[config.mk]
export PLATFORM = sky130hd
export DESIGN_NAME = rpa_front
export DESIGN_NICKNAME = d
export VERILOG_FILES = /design/src/design/rpa_pkg.sv /design/src/design/rpa_front.sv
export SDC_FILE = /design/constraint.sdc
export NUM_CORES = 1
export LEC_CHECK = 0
export ABC_CLOCK_PERIOD_IN_PS = 5200
export BUFFER_PORTS_ARGS = -buffer_cell sky130_fd_sc_hd__buf_2
export CELL_PAD_IN_SITES_DETAIL_PLACEMENT = 0
export CELL_PAD_IN_SITES_GLOBAL_PLACEMENT = 1
export CORE_UTILIZATION = 45
export DETAILED_ROUTE_END_ITERATION = 16
export GPL_ROUTABILITY_DRIVEN = 0
export PLACE_DENSITY = 0.91
export SLEW_MARGIN = 20
export SYNTH_ARGS = -nofsm -noshare
export SYNTH_HDL_FRONTEND = slang
export SYNTH_SLANG_ARGS = --single-unit
[constraint.sdc]
create_clock -name clock -period 5.2 [get_ports clock]
set_input_delay 0.26 -clock clock [delete_from_list [all_inputs] [get_ports clock]]
set_output_delay 0.26 -clock clock [all_outputs]
set_load 0.05 [all_outputs]
[src/design/rpa_pkg.sv]
// shared types and constants for the refcounted page allocator
package rpa_pkg;

   localparam int PAGE_W   = 15;
   localparam int CMD_W    = 2;
   localparam int STATUS_W = 3;
   localparam int COUNT_W  = 8;

   localparam int NUM_PAGES_DEF      = 32768;
   localparam int RESERVED_PAGES_DEF = 32;
   localparam int COUNT_MAX_DEF      = 255;
   localparam int COUNT_LIMIT        = 255;

   // small queues between the parts
   localparam int Q_DEPTH = 2;
   localparam int Q_PTR_W = $clog2(Q_DEPTH);
   localparam int Q_CNT_W = $clog2(Q_DEPTH + 1);

   typedef enum logic [CMD_W-1:0] {
      CMD_ALLOC = 2'd0,
      CMD_FREE  = 2'd1,
      CMD_SHARE = 2'd2
   } cmd_type;

   typedef enum logic [1:0] {
      OP_ALLOC,
      OP_FREE,
      OP_SHARE,
      OP_RANGE
   } op_type;

   typedef enum logic [STATUS_W-1:0] {
      ST_OK        = 3'd0,
      ST_EMPTY     = 3'd1,
      ST_RANGE     = 3'd2,
      ST_FREED     = 3'd3,
      ST_SHAREFREE = 3'd4,
      ST_SAT       = 3'd5
   } status_type;

   typedef enum logic [1:0] {
      BK_SWEEP,
      BK_IDLE,
      BK_EXEC
   } back_state_type;

   typedef struct packed {
      op_type            op;
      logic [PAGE_W-1:0] page;
   } item_type;

   typedef struct packed {
      logic     valid;
      item_type item;
   } cmd_link_type;

   typedef struct packed {
      logic take;
      logic sweeping;
   } back_ctl_type;

   typedef struct packed {
      logic [PAGE_W-1:0]  frame;
      status_type         status;
      logic               released;
      logic [COUNT_W-1:0] ref_count;
   } result_type;

   typedef struct packed {
      logic       push;
      result_type result;
   } rsp_link_type;

endpackage

[src/design/rpa_front.sv]
// front part: classifies requests and holds them in a short command queue
module rpa_front #(
   parameter int NUM_PAGES = rpa_pkg::NUM_PAGES_DEF
) (
   input  logic                         clock,
   input  logic                         reset,
   input  logic                         push,
   output logic                         full,
   input  logic [rpa_pkg::CMD_W-1:0]    req_command,
   input  logic [rpa_pkg::PAGE_W-1:0]   req_page,
   output rpa_pkg::cmd_link_type        link,
   input  rpa_pkg::back_ctl_type        ctl
);
   import rpa_pkg::*;

   item_type             q_ff [Q_DEPTH];
   logic [Q_PTR_W-1:0]   wr_ptr_ff, wr_ptr_in;
   logic [Q_PTR_W-1:0]   rd_ptr_ff, rd_ptr_in;
   logic [Q_CNT_W-1:0]   cnt_ff, cnt_in;
   item_type             item_in;
   logic                 in_range;
   logic                 accept;

   assign in_range = 32'(req_page) < 32'(NUM_PAGES);

   always_comb begin
      item_in.page = req_page;
      case (req_command)
         CMD_ALLOC: item_in.op = OP_ALLOC;
         CMD_FREE:  item_in.op = in_range ? OP_FREE : OP_RANGE;
         CMD_SHARE: item_in.op = in_range ? OP_SHARE : OP_RANGE;
         default:   item_in.op = OP_RANGE;
      endcase
   end

   // no requests taken while the back part clears its memories
   assign full   = (cnt_ff == Q_CNT_W'(Q_DEPTH)) || ctl.sweeping;
   assign accept = push && !full;

   assign link.valid = (cnt_ff != '0);
   assign link.item  = q_ff[rd_ptr_ff];

   always_comb begin
      wr_ptr_in = accept ? Q_PTR_W'(wr_ptr_ff + 1'b1) : wr_ptr_ff;
      rd_ptr_in = ctl.take ? Q_PTR_W'(rd_ptr_ff + 1'b1) : rd_ptr_ff;
      cnt_in    = Q_CNT_W'(cnt_ff + {{(Q_CNT_W-1){1'b0}}, accept}
                          - {{(Q_CNT_W-1){1'b0}}, ctl.take});
   end

   always_ff @(posedge clock) begin
      if (accept) begin
         q_ff[wr_ptr_ff] <= item_in;
      end
   end

   always_ff @(posedge clock) begin
      if (reset) begin
         wr_ptr_ff <= '0;
         rd_ptr_ff <= '0;
         cnt_ff    <= '0;
      end else begin
         wr_ptr_ff <= wr_ptr_in;
         rd_ptr_ff <= rd_ptr_in;
         cnt_ff    <= cnt_in;
      end
   end

   a_no_take_when_empty: assert property (@(posedge clock) disable iff (reset)
      ctl.take |-> (cnt_ff != '0))
      else $error("command taken from empty queue");

endmodule

==> flow_summary.toml, run 1 <==
[status]
status = "complete, no violations"

[global_routing]
grt_use_total = 0.148
first_global_vias = 791
use_met1 = 0.166
antenna_found_initial = 0
globalRouteMet2Util = 0.232
grt_pass1_wl_mm = 3.58
grt-busiest-layer = "met2"
grtUsageMet3 = 0.0640
grt.overflow.total = 0
grt_max_degree = 18

[timing]
setup-violations-final = 0
rsz0062_at_grt = "false"
fin_setup_tns_ns = 0
fin_ws_ns = 3.01
worst_pin_slew_ns = 0.943
fin_crit_ns = 2.19
hold_viol = 0
post-route-period-util = 0.421
slew_headroom = 0.371
drv_slew = 0
clock-skew-final_ns = 0.00386
fmax_mhz = 457

[cts]
cts.path.max_buffers = 2
h-tree-depth = 2
clockRootBuffer = "clkbuf_4"
path_clk_slew_ns = 0.10
cts_hold_buf = 0
postCtsResizedCells = 0
cts_tree = "built"
clock_latency_ns = 0.33
cts_sinks = 39
cts_setup_buffers = 0
cts_buffers = 5

[cells_and_area]
final_cell_mix = "buf_2 (40), edfxtp_1 (34), mux2_4 (11)"
num_antenna_cells = 0
nNetsFinal = 150
nFillCells = 252
area_delta_synth_final_pct = 18.3
final_common_cell = "buf_2"
layout-drive-gt1-share = 0.543

[die]
core_um2 = 3150
dieArea_um2 = 3660
row_count = 20
io_pins = 41
die_w_um = 60.5
start_util = 0.488
die_h_um = 60.5

[synth]
ys_seq_area_frac = 0.728
ys_ff_latch = 39
synthCells = 81
ys_types = 19
post_synth.cell_area_avg_um2 = 19.0
yosysWarnings = 0
synth.top_cell.area_share = 0.663
synth_area_leaders = "edfxtp_1 (66%), mux2_4 (11%), dfxtp_1 (6.5%)"
syn_area_um2 = 1540
post-synth-top-area-cell = "edfxtp_1"
syn-num-nets = 105

[detailed_routing]
vias = 822
drt_iter0_drc = 19
final_antenna_net_count = 0
first_pass_iters = 3
drc_errors = 0
vias_per_cell = 4.81
wire_per_inst_um = 14.0
routed_wl_mm = 2.39

[setup_path]
rr_worst_depth = 4
end_kind = "output pin"
crit_fanout = 17
critPathArrivalTime_ns = 1.93
startpoint_type = "register"
crit_type = "register to output pin"
regToRegSetupSlack_ns = 3.54
worst_ep_required_time_ns = 4.94

[power_and_ir_drop]
power_density_nw_per_um2 = 354
finalPower_mw = 0.644
power_leakage_nw = 0.732
peakVddDrop_v = 0.000183

[min_path]
hp-class = "input pin to register"
hold_depth = 1

[place]
pre_cts_ws_ns = 3.37
hpwl_mm = 1.72
io_buffers = 40

[run]
cap_violations = 0
[flip-flops by register name, summed over array words and instances (netlist names), named ones only]
signal,count
cnt_ff,2
wr_ptr_ff,1
q_ff,34
rd_ptr_ff,1
[through the flow]
step	util	std cells	hold WS [ns]	instance area, um2
finish	0.577	171	0.113	1820
global route	0.577	171	0.0901	1820
CTS	0.577	171	0.0938	1820
detailed placement	0.562	163	0.455	1770
global placement	0.562	163	0.449	1770
floorplan	-	81	0.332	1540
[worst paths after layout]
kind | endpoint | start
setup / recovery | link[16] | register
hold reg to reg | cnt_ff[1] | cnt_ff[1]
hold / removal | q_ff[0][6] | req_page[6]
setup reg to reg | q_ff[1][2] | cnt_ff[0]
[worst max-delay path: stages, from the launching register on]
cell	delay (ns)
dfxtp_1	0.96
mux2_2	0.43
buf_2	0.21
[synth_stat cells]
| library cell | number |
|---|---|
| edfxtp_1 | 34 |
| mux2_4 | 11 |
| mux2_2 | 7 |
| nor2_1 | 7 |
| dfxtp_1 | 5 |
| clkbuf_1 | 2 |
| ha_1 | 2 |
| inv_1 | 2 |
| and2_1 | 1 |
| buf_12 | 1 |
| buf_6 | 1 |
| nand2b_1 | 1 |
| nand2b_2 | 1 |
| nand3b_4 | 1 |
| nor2b_1 | 1 |
| nor3_1 | 1 |
| or2_2 | 1 |
| xnor2_1 | 1 |
| xor2_1 | 1 |
[routing by layer]
| layer | wire [um] | vias to the layer above |
|---|---|---|
| met5 | 0 | - |
| li1 | - | 391 |
| met1 | 1030 | 388 |
| met4 | 59 | 0 |
| met2 | 1160 | 35 |
| met3 | 138 | 8 |
[power breakdown]
group          leakage [nW]  internal [mW]  switching (mW)
Clock                0.0293         0.0527          0.0877
Sequential            0.353          0.359          0.0122
Combinational         0.350         0.0468          0.0861
Total                 0.732          0.458           0.186
[area by class of cell]
class	count	area (um2)	share of cell area
clock inverter	1	5.00	0.00275
multi-input combinational	36	372	0.204
tap	44	55.1	0.0302
sequential	39	1120	0.616
timing repair buffer	42	215	0.118
clock buffer	7	45.0	0.0247
inverter	2	7.51	0.00412
[kinds of logic after synthesis]
logic type               Yosys count  synth area share
XOR/XNOR                           2            0.0114
buffers and inverters              6            0.0301
flip-flops                        39             0.728
multiplexers                      18             0.159
AND/OR/NAND/NOR                   14            0.0553
adder cells (fa/ha/maj)            2            0.0163
Power figures use the tool's default switching activity.
==> run 2, diff against run 1 <==
ABC_CLOCK_PERIOD_IN_PS = 2100   (was 5200)
CORE_UTILIZATION = 42   (was 45)
PLACE_DENSITY = 0.87   (was 0.91)
clock period = 2.1 ns   (was 5.2 ns; I/O delays follow)
==> run 2 against run 1 <==
  * Critical path depth increased by 6
  * Clock skew about the same
  * Flip-flop and latch count unchanged
  * Count of clock-buffer cells in the layout decreased by 2
  * Via count increased by 3.3%
  * Sequential power increased by 140%
  * Power increased to 2.7 times the previous value
  * Utilization increased by 2.3 points
  * Largest cell class unchanged
  * Highest routed layer unchanged
==> flow_summary.toml, run 2 (synthesis results as in run 1) <==
[cells_and_area]
regMostFlops = "q_ff"
nFillCells = 285
final_cell_mix = "buf_2 (40), edfxtp_1 (34), dlygate4sd3_1 (18)"
final_common_cell = "buf_2"
area_delta_synth_final_pct = 33.3
layout-drive-gt1-share = 0.493
largest_reg_flops = 34
nNetsFinal = 171
num_antenna_cells = 0
fin_util = 0.601
top_regs = "q_ff: 34 flops, cnt_ff: 2 flops"

[setup_path]
cp_num_buf_inv = 1
crit_slowest_cell = "dfxtp_1"
worst_ep_required_time_ns = 2.35
reg2reg_from = "cnt_ff[0]"
crit_type = "register to register"
cp-startpoint = "cnt_ff[0]"
crit_fanout = 4
cp_common_cell = "ha_1"
end_kind = "register"
path_cells = "nand2b_2, nand3b_4, ha_1, inv_1, ha_1, xor2_1, and2_1, nor3_1"
critPathMaxStageDelay_ns = 0.36
critPathArrivalTime_ns = 1.94
critPathTopFamily = "simple AND/OR/NAND/NOR gates"
startpoint_type = "register"

[timing]
fmax_mhz = 593
clock-skew-final_ns = 0.00399
hold_viol = 0
fin_crit_ns = 1.69
setup-violations-final = 0
worst_pin_slew_ns = 0.267
post-route-period-util = 0.803
fin_setup_tns_ns = 0
drv_slew = 0
rsz0062_at_grt = "false"
slew_headroom = 0.822

[run]
cap_violations = 0

[global_routing]
grt_max_degree = 17
grt_pass1_wl_mm = 4.04
grt_use_total = 0.144
first_global_vias = 903
antenna_found_initial = 0
grt.overflow.total = 0

[detailed_routing]
final_antenna_net_count = 0
first_pass_iters = 4
drc_errors = 0
vias = 849
drt_iter0_drc = 15
vias_per_cell = 4.38
routed_wl_mm = 2.50
wire_per_inst_um = 12.9

[cts]
cts_tree = "built"
cts.path.max_buffers = 2
cts_buffers = 5
h-tree-depth = 2
clockRootBuffer = "clkbuf_4"
clock_latency_ns = 0.33
cts_sinks = 39
postCtsResizedCells = 0
path_clk_slew_ns = 0.10
cts_setup_buffers = 0

[min_path]
hp-start = "ctl[1]"
hp-class = "input pin to register"

[power_and_ir_drop]
power_leakage_nw = 0.836
power_density_nw_per_um2 = 852
peakVddDrop_v = 0.000585

[die]
dieArea_um2 = 3910
io_pins = 41
die_h_um = 62.5
die_w_um = 62.5
core_um2 = 3420
start_util = 0.451
row_count = 21

[status]
status = "complete, no violations"

[place]
io_buffers = 40
hpwl_mm = 1.76
-- run 2: cell count changes in the layout (fill, tap and decap cells not counted) --
cell,before,now
buf_4,2,5
dlygate4sd3_1,0,18
clkbuf_1,2,0
clkinv_1,0,1
bufinv_16,0,1
-- run 2: power by group --
part	internal [mW]	switching [mW]	total (mW)	leakage, nW
clock	0.245	0.223	0.468	0.0426
sequential	0.888	0.0166	0.905	0.353
combinational	0.142	0.234	0.376	0.441
-- run 2: per-layer routing --
metal	vias up	share of wire	GRT usage	wire length, um
met5	-	0	0	0
met4	0	0.018	0.0698	46
met3	4	0.058	0.0639	144
met2	29	0.54	0.255	1350
met1	390	0.38	0.142	958
li1	426	-	-	-
-- run 2: cell type report --
class                      count  area [um2]  share of cell area
clock buffer                   5        37.5              0.0183
clock inverter                 3        38.8              0.0189
inverter                       2        7.51             0.00366
multi-input combinational     36         372               0.181
sequential                    39        1120               0.546
tap                           46        57.6              0.0280
timing repair buffer          63         418               0.204
-- run 2: through the flow --
stage	area [um2]	hold slack (ns)	std cells	setup WS [ns]	total power, mW
final	2050	0.0710	194	0.413	1.75
after global routing	2050	0.0686	194	0.269	1.82
after CTS	2050	0.0566	194	0.372	1.77
after detailed placement	1800	0.297	168	0.408	1.28
after global placement	1800	0.294	168	0.587	1.26
after floorplan	1540	0.177	81	0.403	1.20
-- run 2: worst paths after layout --
kind | slack [ns] | endpoint | cells after the start
hold / removal | 0.07 | rd_ptr_ff | 3
setup reg to reg | 0.41 | cnt_ff[1] | 8
hold reg to reg | 0.54 | rd_ptr_ff | 2
setup / recovery | 0.41 | cnt_ff[1] | 8
-- run 2: worst register-to-register path, delay by kind of cell, from the launching register on --
family | cells | cell delay [ns]
xor gates and xnor gates | 1 | 0.14
adders and majority gates | 2 | 0.47
DFF | 1 | 0.36
and+or+nand+nor | 4 | 0.59
buffers and inverters | 1 | 0.04
-- run 2: repair_timing --
action	4_1_cts	5_1_grt
setup endpoints to repair	0	0
endpoints found under the hold margin	36	0
hold buffers	18	0
