**src/design/rpa_pkg.sv**
```systemverilog
// shared types and constants for the refcounted page allocator
package rpa_pkg;

   localparam int PAGE_W   = 15;
   localparam int CMD_W    = 2;
   localparam int STATUS_W = 3;
   localparam int COUNT_W  = 8;

   localparam int NUM_PAGES_DEF      = 32768;
   localparam int RESERVED_PAGES_DEF = 32;
   localparam int COUNT_MAX_DEF      = 255;
   localparam int COUNT_LIMIT        = 255;

   // small queues between the parts
   localparam int Q_DEPTH = 2;
   localparam int Q_PTR_W = $clog2(Q_DEPTH);
   localparam int Q_CNT_W = $clog2(Q_DEPTH + 1);

   typedef enum logic [CMD_W-1:0] {
      CMD_ALLOC = 2'd0,
      CMD_FREE  = 2'd1,
      CMD_SHARE = 2'd2
   } cmd_type;

   typedef enum logic [1:0] {
      OP_ALLOC,
      OP_FREE,
      OP_SHARE,
      OP_RANGE
   } op_type;

   typedef enum logic [STATUS_W-1:0] {
      ST_OK        = 3'd0,
      ST_EMPTY     = 3'd1,
      ST_RANGE     = 3'd2,
      ST_FREED     = 3'd3,
      ST_SHAREFREE = 3'd4,
      ST_SAT       = 3'd5
   } status_type;

   typedef enum logic [1:0] {
      BK_SWEEP,
      BK_IDLE,
      BK_EXEC
   } back_state_type;

   typedef struct packed {
      op_type            op;
      logic [PAGE_W-1:0] page;
   } item_type;

   typedef struct packed {
      logic     valid;
      item_type item;
   } cmd_link_type;

   typedef struct packed {
      logic take;
      logic sweeping;
   } back_ctl_type;

   typedef struct packed {
      logic [PAGE_W-1:0]  frame;
      status_type         status;
      logic               released;
      logic [COUNT_W-1:0] ref_count;
   } result_type;

   typedef struct packed {
      logic       push;
      result_type result;
   } rsp_link_type;

endpackage

```
**src/design/rpa_rsp.sv**
```systemverilog
// result queue facing the consumer
module rpa_rsp (
   input  logic                          clock,
   input  logic                          reset,
   input  rpa_pkg::rsp_link_type         link,
   output logic                          room,
   output logic                          empty,
   input  logic                          pop,
   output logic [rpa_pkg::PAGE_W-1:0]    rsp_frame,
   output logic [rpa_pkg::STATUS_W-1:0]  rsp_status,
   output logic                          rsp_released,
   output logic [rpa_pkg::COUNT_W-1:0]   rsp_ref_count
);
   import rpa_pkg::*;

   result_type           q_ff [Q_DEPTH];
   logic [Q_PTR_W-1:0]   wr_ptr_ff, wr_ptr_in;
   logic [Q_PTR_W-1:0]   rd_ptr_ff, rd_ptr_in;
   logic [Q_CNT_W-1:0]   cnt_ff, cnt_in;
   logic                 take;
   result_type           head;

   assign room  = (cnt_ff != Q_CNT_W'(Q_DEPTH));
   assign empty = (cnt_ff == '0);
   assign take  = pop && !empty;

   assign head          = q_ff[rd_ptr_ff];
   assign rsp_frame     = head.frame;
   assign rsp_status    = head.status;
   assign rsp_released  = head.released;
   assign rsp_ref_count = head.ref_count;

   always_comb begin
      wr_ptr_in = link.push ? Q_PTR_W'(wr_ptr_ff + 1'b1) : wr_ptr_ff;
      rd_ptr_in = take ? Q_PTR_W'(rd_ptr_ff + 1'b1) : rd_ptr_ff;
      cnt_in    = Q_CNT_W'(cnt_ff + {{(Q_CNT_W-1){1'b0}}, link.push}
                          - {{(Q_CNT_W-1){1'b0}}, take});
   end

   always_ff @(posedge clock) begin
      if (link.push) begin
         q_ff[wr_ptr_ff] <= link.result;
      end
   end

   always_ff @(posedge clock) begin
      if (reset) begin
         wr_ptr_ff <= '0;
         rd_ptr_ff <= '0;
         cnt_ff    <= '0;
      end else begin
         wr_ptr_ff <= wr_ptr_in;
         rd_ptr_ff <= rd_ptr_in;
         cnt_ff    <= cnt_in;
      end
   end

endmodule

```
**config.mk**
```make
export PLATFORM = sky130hd
export DESIGN_NAME = rpa_rsp
export DESIGN_NICKNAME = d
export VERILOG_FILES = /design/src/design/rpa_pkg.sv /design/src/design/rpa_rsp.sv
export SDC_FILE = /design/constraint.sdc
export NUM_CORES = 1
export LEC_CHECK = 0
export ABC_CLOCK_PERIOD_IN_PS = 2000
export BUFFER_PORTS_ARGS = -buffer_cell sky130_fd_sc_hd__buf_2
export CORE_MARGIN = 2
export CORE_UTILIZATION = 45
export CTS_CLUSTER_SIZE = 12
export DETAILED_ROUTE_END_ITERATION = 16
export PLACE_DENSITY = 0.7
export SYNTH_ARGS = -nofsm -noshare
export SYNTH_HDL_FRONTEND = slang
export SYNTH_SLANG_ARGS = --single-unit
export TNS_END_PERCENT = 1
```
**constraint.sdc**
```tcl
create_clock -name clock -period 2 [get_ports clock]
set_input_delay 0.3 -clock clock [delete_from_list [all_inputs] [get_ports clock]]
set_output_delay 0.3 -clock clock [all_outputs]
set_load 0.005 [all_outputs]
```
==> results of run 1 <==
-- worst register-to-register path, cell delays in order (launching register included) --
cell and delay [ps]:
sky130_fd_sc_hd__dfxtp_1 340, sky130_fd_sc_hd__o21a_2 260, sky130_fd_sc_hd__ha_1 280, sky130_fd_sc_hd__inv_1 70, sky130_fd_sc_hd__ha_1 150, sky130_fd_sc_hd__xnor3_1 220
sky130_fd_sc_hd__nor2_1 100
-- cell usage after synthesis --
cell,n
sky130_fd_sc_hd__nand2_1,1
sky130_fd_sc_hd__mux2_2,4
sky130_fd_sc_hd__and2_1,1
sky130_fd_sc_hd__buf_12,2
sky130_fd_sc_hd__nor2_1,4
sky130_fd_sc_hd__inv_1,2
sky130_fd_sc_hd__mux2_1,3
sky130_fd_sc_hd__edfxtp_1,54
sky130_fd_sc_hd__nor2b_1,3
sky130_fd_sc_hd__mux2_4,22
sky130_fd_sc_hd__dfxtp_1,5
sky130_fd_sc_hd__xnor3_1,1
sky130_fd_sc_hd__o21a_2,1
sky130_fd_sc_hd__ha_1,2
sky130_fd_sc_hd__xnor2_1,1
sky130_fd_sc_hd__buf_6,1
-- path summary, 6_finish.rpt --
check	slack (ps)	endpoint	start
max reg2reg	520	cnt_ff[1]	cnt_ff[1]
max	260	rsp_frame[10]	flop
min	160	q_ff[1][1]	link[1]
min reg2reg	570	wr_ptr_ff	wr_ptr_ff
-- cells in the final DEF, fill, tap and decap left out, drive strengths merged --
master     n
buf       63
edfxtp    54
xnor3      1
clkinv     3
inv        2
dfxtp      5
o21a       1
nand2      1
ha         2
nor2b      3
clkinvlp   1
clkbuf    10
nor2       4
xnor2      1
and2       1
mux2      29
bufinv     2
-- through the flow --
step / utilization (%) / hold slack [ps] / std cells
after floorplan: - / 372 / 107
after global placement: 53.7 / 489 / 237
after detailed placement: 53.7 / 491 / 237
after CTS: 57.8 / 129 / 253
after global routing: 57.8 / 135 / 253
final: 57.8 / 155 / 253
-- power groups by stage --
stage               Sequential (mW)  Clock (mW)  Combinational (mW)
floorplan                      1.51           0               0.531
global placement               1.52           0               0.702
detailed placement             1.53           0               0.731
CTS                            1.50        1.15               0.734
global route                   1.51        1.20               0.788
finish                         1.50        1.12               0.718
-- routing by layer --
| metal | share of wire [%] | vias up | global-route usage [%] |
|---|---|---|---|
| li1 | - | 554 | - |
| met1 | 39 | 550 | 14.4 |
| met2 | 51 | 44 | 21.7 |
| met3 | 7.9 | 7 | 6.08 |
| met4 | 1.2 | 0 | 8.77 |
| met5 | 0 | - | 0 |
-- registers in the layout (all words and copies together), names as in the netlist, named ones only --
signal,count
q_ff,54
wr_ptr_ff,1
rd_ptr_ff,1
cnt_ff,2
-- cell families after synthesis --
kind of cell	after synthesis
AO/OA/AOI/OAI	1
XOR/XNOR	2
adder cells (fa/ha/maj)	2
buffers and inverters	5
flip-flops	59
multiplexers	29
AND/OR/NAND/NOR	9
-- layout make-up --
type	count	area, um2	share of cell area [%]
Sequential cell	59	1720	59.5
Timing Repair Buffer	63	350	12.1
Clock inverter	6	80.1	2.76
Tap cell	70	87.6	3.02
Clock buffer	10	128	4.41
Multi-Input combinational cell	43	520	18.0
Inverter	2	7.51	0.259
==> qor.yml, run 1 <==
pwr:
  seq_power_share_pct: 44.9
  power.density_cell_area_nw_per_um2: 1150
  leakagePower_nw: 1.15
  switching_power_mw: 0.762
  totalPowerFinal_mw: 3.34
  power_report.internal_total_mw: 2.58
  clockPowerShare_pct: 33.6
  vdd_ir_drop_max_v: 0.000685
  comb_power_share_pct: 21.5
  power.switching_fraction_pct: 22.8
synth:
  yosys_warnings: 0
  yosys.area.top_type_share_pct: 70.5
  muxShareOfSynthArea_pct: 17.8
  syn_area_per_cell_um2: 21.5
  synthesized_area_fraction_occupied_by_xor_and_xnor_cells_pct: 1.36
  seq_area_frac_synth_pct: 74.9
  synth-compound-area-share_pct: 0.381
  ys_seq_elements: 59
  synthesis.nets: 140
  synth_area_um2: 2300
  synth_top_area_cell: "sky130_fd_sc_hd__edfxtp_1"
  post_synth_and_or_nand_nor_area_fraction_pct: 1.91
  syn-instance-count: 107
  synthDistinctLibCells: 16
  synthTopCellsByArea: "sky130_fd_sc_hd__edfxtp_1, sky130_fd_sc_hd__mux2_4, sky130_fd_sc_hd__dfxtp_1"
  dominant_combinational_cell_family_by_area_after_synthesis: "multiplexers"
  synthAdderAreaFrac_pct: 1.09
sta:
  report.final.slew_viol_count: 0
  tightest_slew_ps: 451
  maxClockFrequency_mhz: 576
  max_slew_margin_pct: 69.8
  clock-skew-final_ps: 10.2
  finalSetupViolCount: 0
  grt_setup_unrepaired: "false"
  finalHoldViolCount: 0
  tns_ps: 0
  post-route-period-util_pct: 86.9
  postLayoutSetupSlackWorst_ps: 263
  layout_min_cycle_time_ps: 1740
worst_setup_path:
  worst_setup_ep_type: "output pin"
  path_delay_family: "buffers and inverters"
  rr_worst_depth: 6
  critPathBufInv: 2
  launching_element_type_of_the_critical_path: "flop"
  worst_ep_required_time_ps: 1700
  arrival_ps: 1440
  path_cells: "buf_4, mux2_2, buf_2"
  timing.setup.critical_path_class: "reg2out"
  timing.critical_path.slowest_stage_cell: "sky130_fd_sc_hd__mux2_2"
  cp_slowest_stage_delay_ps: 370
  max_fanout_on_critical_path: 16
  worst-path-stages: 3
detailed_routing:
  routed-via-count: 1155
  drtAntennaViolNets: 0
  post-route-drc-count: 0
  drt-vias-per-instance: 4.57
  route.detailed.wl_per_inst_um: 13.9
  routed_wl_um: 3510
  firstDrtPassIters: 4
  detail_route.iter0.violations: 68
min_path:
  whs_path_depth: 1
  hp_class: "in2reg"
run:
  timing.max_cap.violations: 0
place:
  dpl_cell_area_um2: 2690
  place.port_buffers: 59
  gp_congestion: 0.637
  dp_slack_ps: 527
  dpl.hpwl_um: 2500
clocking:
  post_cts_buffers: 0
  cts.repair.resized: 0
  cts_inserted_buffers: 9
  clk_pin_slew_worst_paths_ps: 70
  cts_max_path_bufs: 2
  source_to_sink_clock_delay_at_the_later_pin_of_the_worst_skew_pair_ps: 330
  root_buffer: "sky130_fd_sc_hd__clkbuf_8"
  cts_tree: "yes"
  tritoncts_num_sinks: 59
  htree_num_levels: 3
  cts_hold_buf: 0
die:
  fp.coreArea_um2: 5010
  die_width_um: 75.5
  initial_core_util_pct: 45.9
  num_rows: 26
  ios: 60
  floorplan.die_area_um2: 5700
  dieHeight_um: 75.5
cells_and_area:
  drive_above_1_share_pct: 57.4
  fillerInstances: 422
  layout.cell_area.non_filler_um2: 2900
  flow.area_growth_from_synthesis_pct: 26.0
  design.final.nets: 211
  count_of_antenna_diodes_in_the_layout: 0
global_route:
  all_layer_global_routing_usage_pct: 13.5
  antenna_found_initial: 0
  grt_max_degree: 21
  grt-ovfl-total: 0
  first_global_vias: 1126
  grt_pass1_wl_um: 5240
outcome:
  status: "finished clean"
(Power assumes the default switching activity.)
==> inputs of run 2 (changes only) <==
- ABC_AREA: unset -> 1
==> qor.yml, run 2 <==
die:
  ios: 60  # unchanged
  fp.coreArea_um2: 4820  # was 5010 um2
  dieHeight_um: 75.4  # was 75.5 um
  initial_core_util_pct: 47.6  # was 45.9%
  floorplan.die_area_um2: 5690  # was 5700 um2
  num_rows: 25  # was 26
  die_width_um: 75.4  # was 75.5 um
sta:
  maxClockFrequency_mhz: 538  # was 576 MHz
  max_slew_margin_pct: 74.5  # was 69.8%
  layout_min_cycle_time_ps: 1860  # was 1740 ps
  clock-skew-final_ps: 9.77  # was 10.2 ps
  finalHoldViolCount: 0  # unchanged
  report.final.slew_viol_count: 0  # unchanged
  postLayoutSetupSlackWorst_ps: 141  # was 263 ps
  finalSetupViolCount: 0  # unchanged
  post-route-period-util_pct: 92.9  # was 86.9%
  grt_setup_unrepaired: "false"  # unchanged
  tightest_slew_ps: 382  # was 451 ps
  tns_ps: 0  # unchanged
cells_and_area:
  largest_register: "q_ff"  # unchanged
  design.final.nets: 225  # was 211
  number_of_flip_flops_in_the_largest_register: 54  # unchanged
  count_of_antenna_diodes_in_the_layout: 0  # unchanged
  most-common-layout-cells: "sky130_fd_sc_hd__buf_2, sky130_fd_sc_hd__edfxtp_1, sky130_fd_sc_hd__mux2_4, sky130_fd_sc_hd__inv_1, sky130_fd_sc_hd__clkbuf_8"  # was sky130_fd_sc_hd__buf_2, sky130_fd_sc_hd__edfxtp_1, sky130_fd_sc_hd__mux2_4, sky130_fd_sc_hd__clkbuf_8
  flow.area_growth_from_synthesis_pct: 23.4  # was 26.0%
  most_common_cell_after_layout_fill_and_taps_aside: "sky130_fd_sc_hd__buf_2"  # unchanged
  reg.largest.list: "q_ff: 54 flops, cnt_ff: 2 flops"  # unchanged
  post_route_utilization_pct: 58.8  # was 57.8%
  drive_above_1_share_pct: 51.8  # was 57.4%
  fillerInstances: 427  # was 422
worst_setup_path:
  worst_ep_required_time_ps: 1700  # about the same
  critical_path.reg2reg.startpoint: "cnt_ff[1]"  # unchanged
  r2r_end: "cnt_ff[1]"  # unchanged
  arrival_ps: 1560  # was 1440 ps
  rr_worst_depth: 9  # was 6
  ff2ff_setup_slack_ps: 370  # was 520 ps
  worst_setup_ep_type: "output pin"  # unchanged
  launching_element_type_of_the_critical_path: "flop"  # unchanged
  max_fanout_on_critical_path: 15  # was 16
  timing.setup.critical_path_class: "reg2out"  # unchanged
pwr:
  leakagePower_nw: 1.15  # about the same
  vdd_ir_drop_max_v: 0.000782  # was 0.000685 V
  power.density_cell_area_nw_per_um2: 1070  # was 1150 nW/um2
synth:
  dominant_combinational_cell_family_by_area_after_synthesis: "multiplexers"  # unchanged
  synthDistinctLibCells: 13  # was 16
  ys_seq_elements: 59  # unchanged
  synthesis.nets: 154  # was 140
  seq_area_frac_synth_pct: 75.0  # was 74.9%
  synthTopCellsByArea: "sky130_fd_sc_hd__edfxtp_1, sky130_fd_sc_hd__mux2_4, sky130_fd_sc_hd__dfxtp_1"  # unchanged
  synth_area_um2: 2290  # was 2300 um2
  yosys.area.top_type_share_pct: 70.7  # was 70.5%
  syn_area_per_cell_um2: 19.0  # was 21.5 um2
  muxShareOfSynthArea_pct: 16.5  # was 17.8%
  yosysMostFrequentCell: "sky130_fd_sc_hd__edfxtp_1"  # unchanged
  synthesized_area_fraction_occupied_by_xor_and_xnor_cells_pct: 0  # was 1.36%
  async_flop_share_pct: 0  # unchanged
  synth_edf_count: 54  # unchanged
  synth.cells.most_frequent: "sky130_fd_sc_hd__edfxtp_1, sky130_fd_sc_hd__mux2_4, sky130_fd_sc_hd__inv_1"  # was sky130_fd_sc_hd__edfxtp_1, sky130_fd_sc_hd__mux2_4, sky130_fd_sc_hd__dfxtp_1
  post_synth_and_or_nand_nor_area_fraction_pct: 3.27  # was 1.91%
  synth_top_area_cell: "sky130_fd_sc_hd__edfxtp_1"  # unchanged
  synth_top_flop_cell: "sky130_fd_sc_hd__edfxtp_1"  # unchanged
  yosys_warnings: 0  # unchanged
  synth-compound-area-share_pct: 0.218  # was 0.381%
  syn-instance-count: 121  # was 107
  synthAdderAreaFrac_pct: 1.09  # about the same
detailed_routing:
  post-route-drc-count: 0  # unchanged
  detail_route.iter0.violations: 69  # was 68
  firstDrtPassIters: 4  # unchanged
  drtAntennaViolNets: 0  # unchanged
  route.detailed.wl_per_inst_um: 14.7  # was 13.9 um
  drt-vias-per-instance: 4.64  # was 4.57
  routed-via-count: 1224  # was 1155
  routed_wl_um: 3890  # was 3510 um
global_route:
  gr-usage-met3_pct: 4.63  # was 6.08%
  global_route.usage.met1_pct: 15.3  # was 14.4%
  grt_util_met2_pct: 26.4  # was 21.7%
  first_global_vias: 1278  # was 1126
  all_layer_global_routing_usage_pct: 15.3  # was 13.5%
  grt_pass1_wl_um: 5890  # was 5240 um
  grt_max_degree: 23  # was 21
  antenna_found_initial: 0  # unchanged
  grt-ovfl-total: 0  # unchanged
  global_route.peak_usage_layer: "met2"  # unchanged
clocking:
  root_buffer: "sky130_fd_sc_hd__clkbuf_8"  # unchanged
  clk_pin_slew_worst_paths_ps: 60  # was 70 ps
  post_cts_buffers: 0  # unchanged
  cts.repair.resized: 0  # unchanged
  tritoncts_num_sinks: 59  # unchanged
  cts_inserted_buffers: 9  # unchanged
  cts_tree: "yes"  # unchanged
  cts_max_path_bufs: 2  # unchanged
  cts_hold_buf: 0  # unchanged
  htree_num_levels: 3  # unchanged
  source_to_sink_clock_delay_at_the_later_pin_of_the_worst_skew_pair_ps: 330  # about the same
min_path:
  worstHoldStart: "link[1]"  # unchanged
  worst_min_delay_path_endpoint: "q_ff[1][1]"  # unchanged
  whs_path_depth: 1  # unchanged
  hp_class: "in2reg"  # unchanged
run:
  timing.max_cap.violations: 0  # unchanged
place:
  dpl.hpwl_um: 2830  # was 2500 um
  gp_congestion: 0.710  # was 0.637
  dp_slack_ps: 420  # was 527 ps
  place.port_buffers: 59  # unchanged
outcome:
  status: "finished clean"  # unchanged
## run 2: cell count changes after synthesis, sizes merged
cell	change
inv	+8
nand2	+6
nor2	+5
nor2b	-3
mux2	-2
nand3	+2
a21oi	+1
and2	-1
nor3	+1
o21a	-1
xnor2	-1
xnor3	-1
## run 2: cells by family after synthesis
group / Yosys count
simple gates: 19
mux: 27
fa+ha+maj: 2
compound gates: 1
buf+inv: 13
flops: 59
## run 2: how the worst max path moves through the flow
stage / startpoint / endpoint / slack, ps / cells past startpoint
floorplan: link[27] / q_ff[0][0] / 110 / 2
global placement: flop / rsp_ref_count[1] / 500 / 3
detailed placement: cnt_ff[1] / cnt_ff[1] / 420 / 9
CTS: flop / rsp_ref_count[1] / 110 / 3
global route: flop / rsp_frame[8] / 50 / 3
finish: flop / rsp_ref_count[1] / 140 / 3
## run 2: cell type report
type                       instances  area, um2  area share [%]
timing repair buffer              63        350            12.4
clock buffer                      15        146            5.17
multi-input combinational         49        487            17.2
inverter                          10       37.5            1.33
tap                               67       83.8            2.96
clock inverter                     1       5.00           0.177
sequential                        59       1720            60.8
## run 2: through the flow
step                hold slack (ps)  std cells  total power, mW  cell area, um2
detailed placement              495        248             2.21            2680
global placement                489        248             2.16            2680
floorplan                       371        121             1.99            2290
CTS                             144        264             3.06            2830
global route                    148        264             3.19            2830
finish                          160        264             3.03            2830
## run 2: where the power goes
| part | internal [mW] | switching (mW) | total (mW) |
|---|---|---|---|
| Clock | 0.450 | 0.395 | 0.845 |
| Sequential | 1.45 | 0.0689 | 1.52 |
| Combinational | 0.376 | 0.289 | 0.665 |
| Total | 2.27 | 0.753 | 3.03 |
## run 2: routing by layer
metal / wire length [um] / vias to the layer above
met3: 185 / 12
met4: 109 / 0
met2: 2080 / 42
met5: 0 / -
met1: 1520 / 584
li1: - / 586
## run 2: critical path: stages, from the launching register on
cell and delay [ps]:
sky130_fd_sc_hd__dfxtp_2 560, sky130_fd_sc_hd__buf_12 230, sky130_fd_sc_hd__mux2_4 310, sky130_fd_sc_hd__buf_2 130
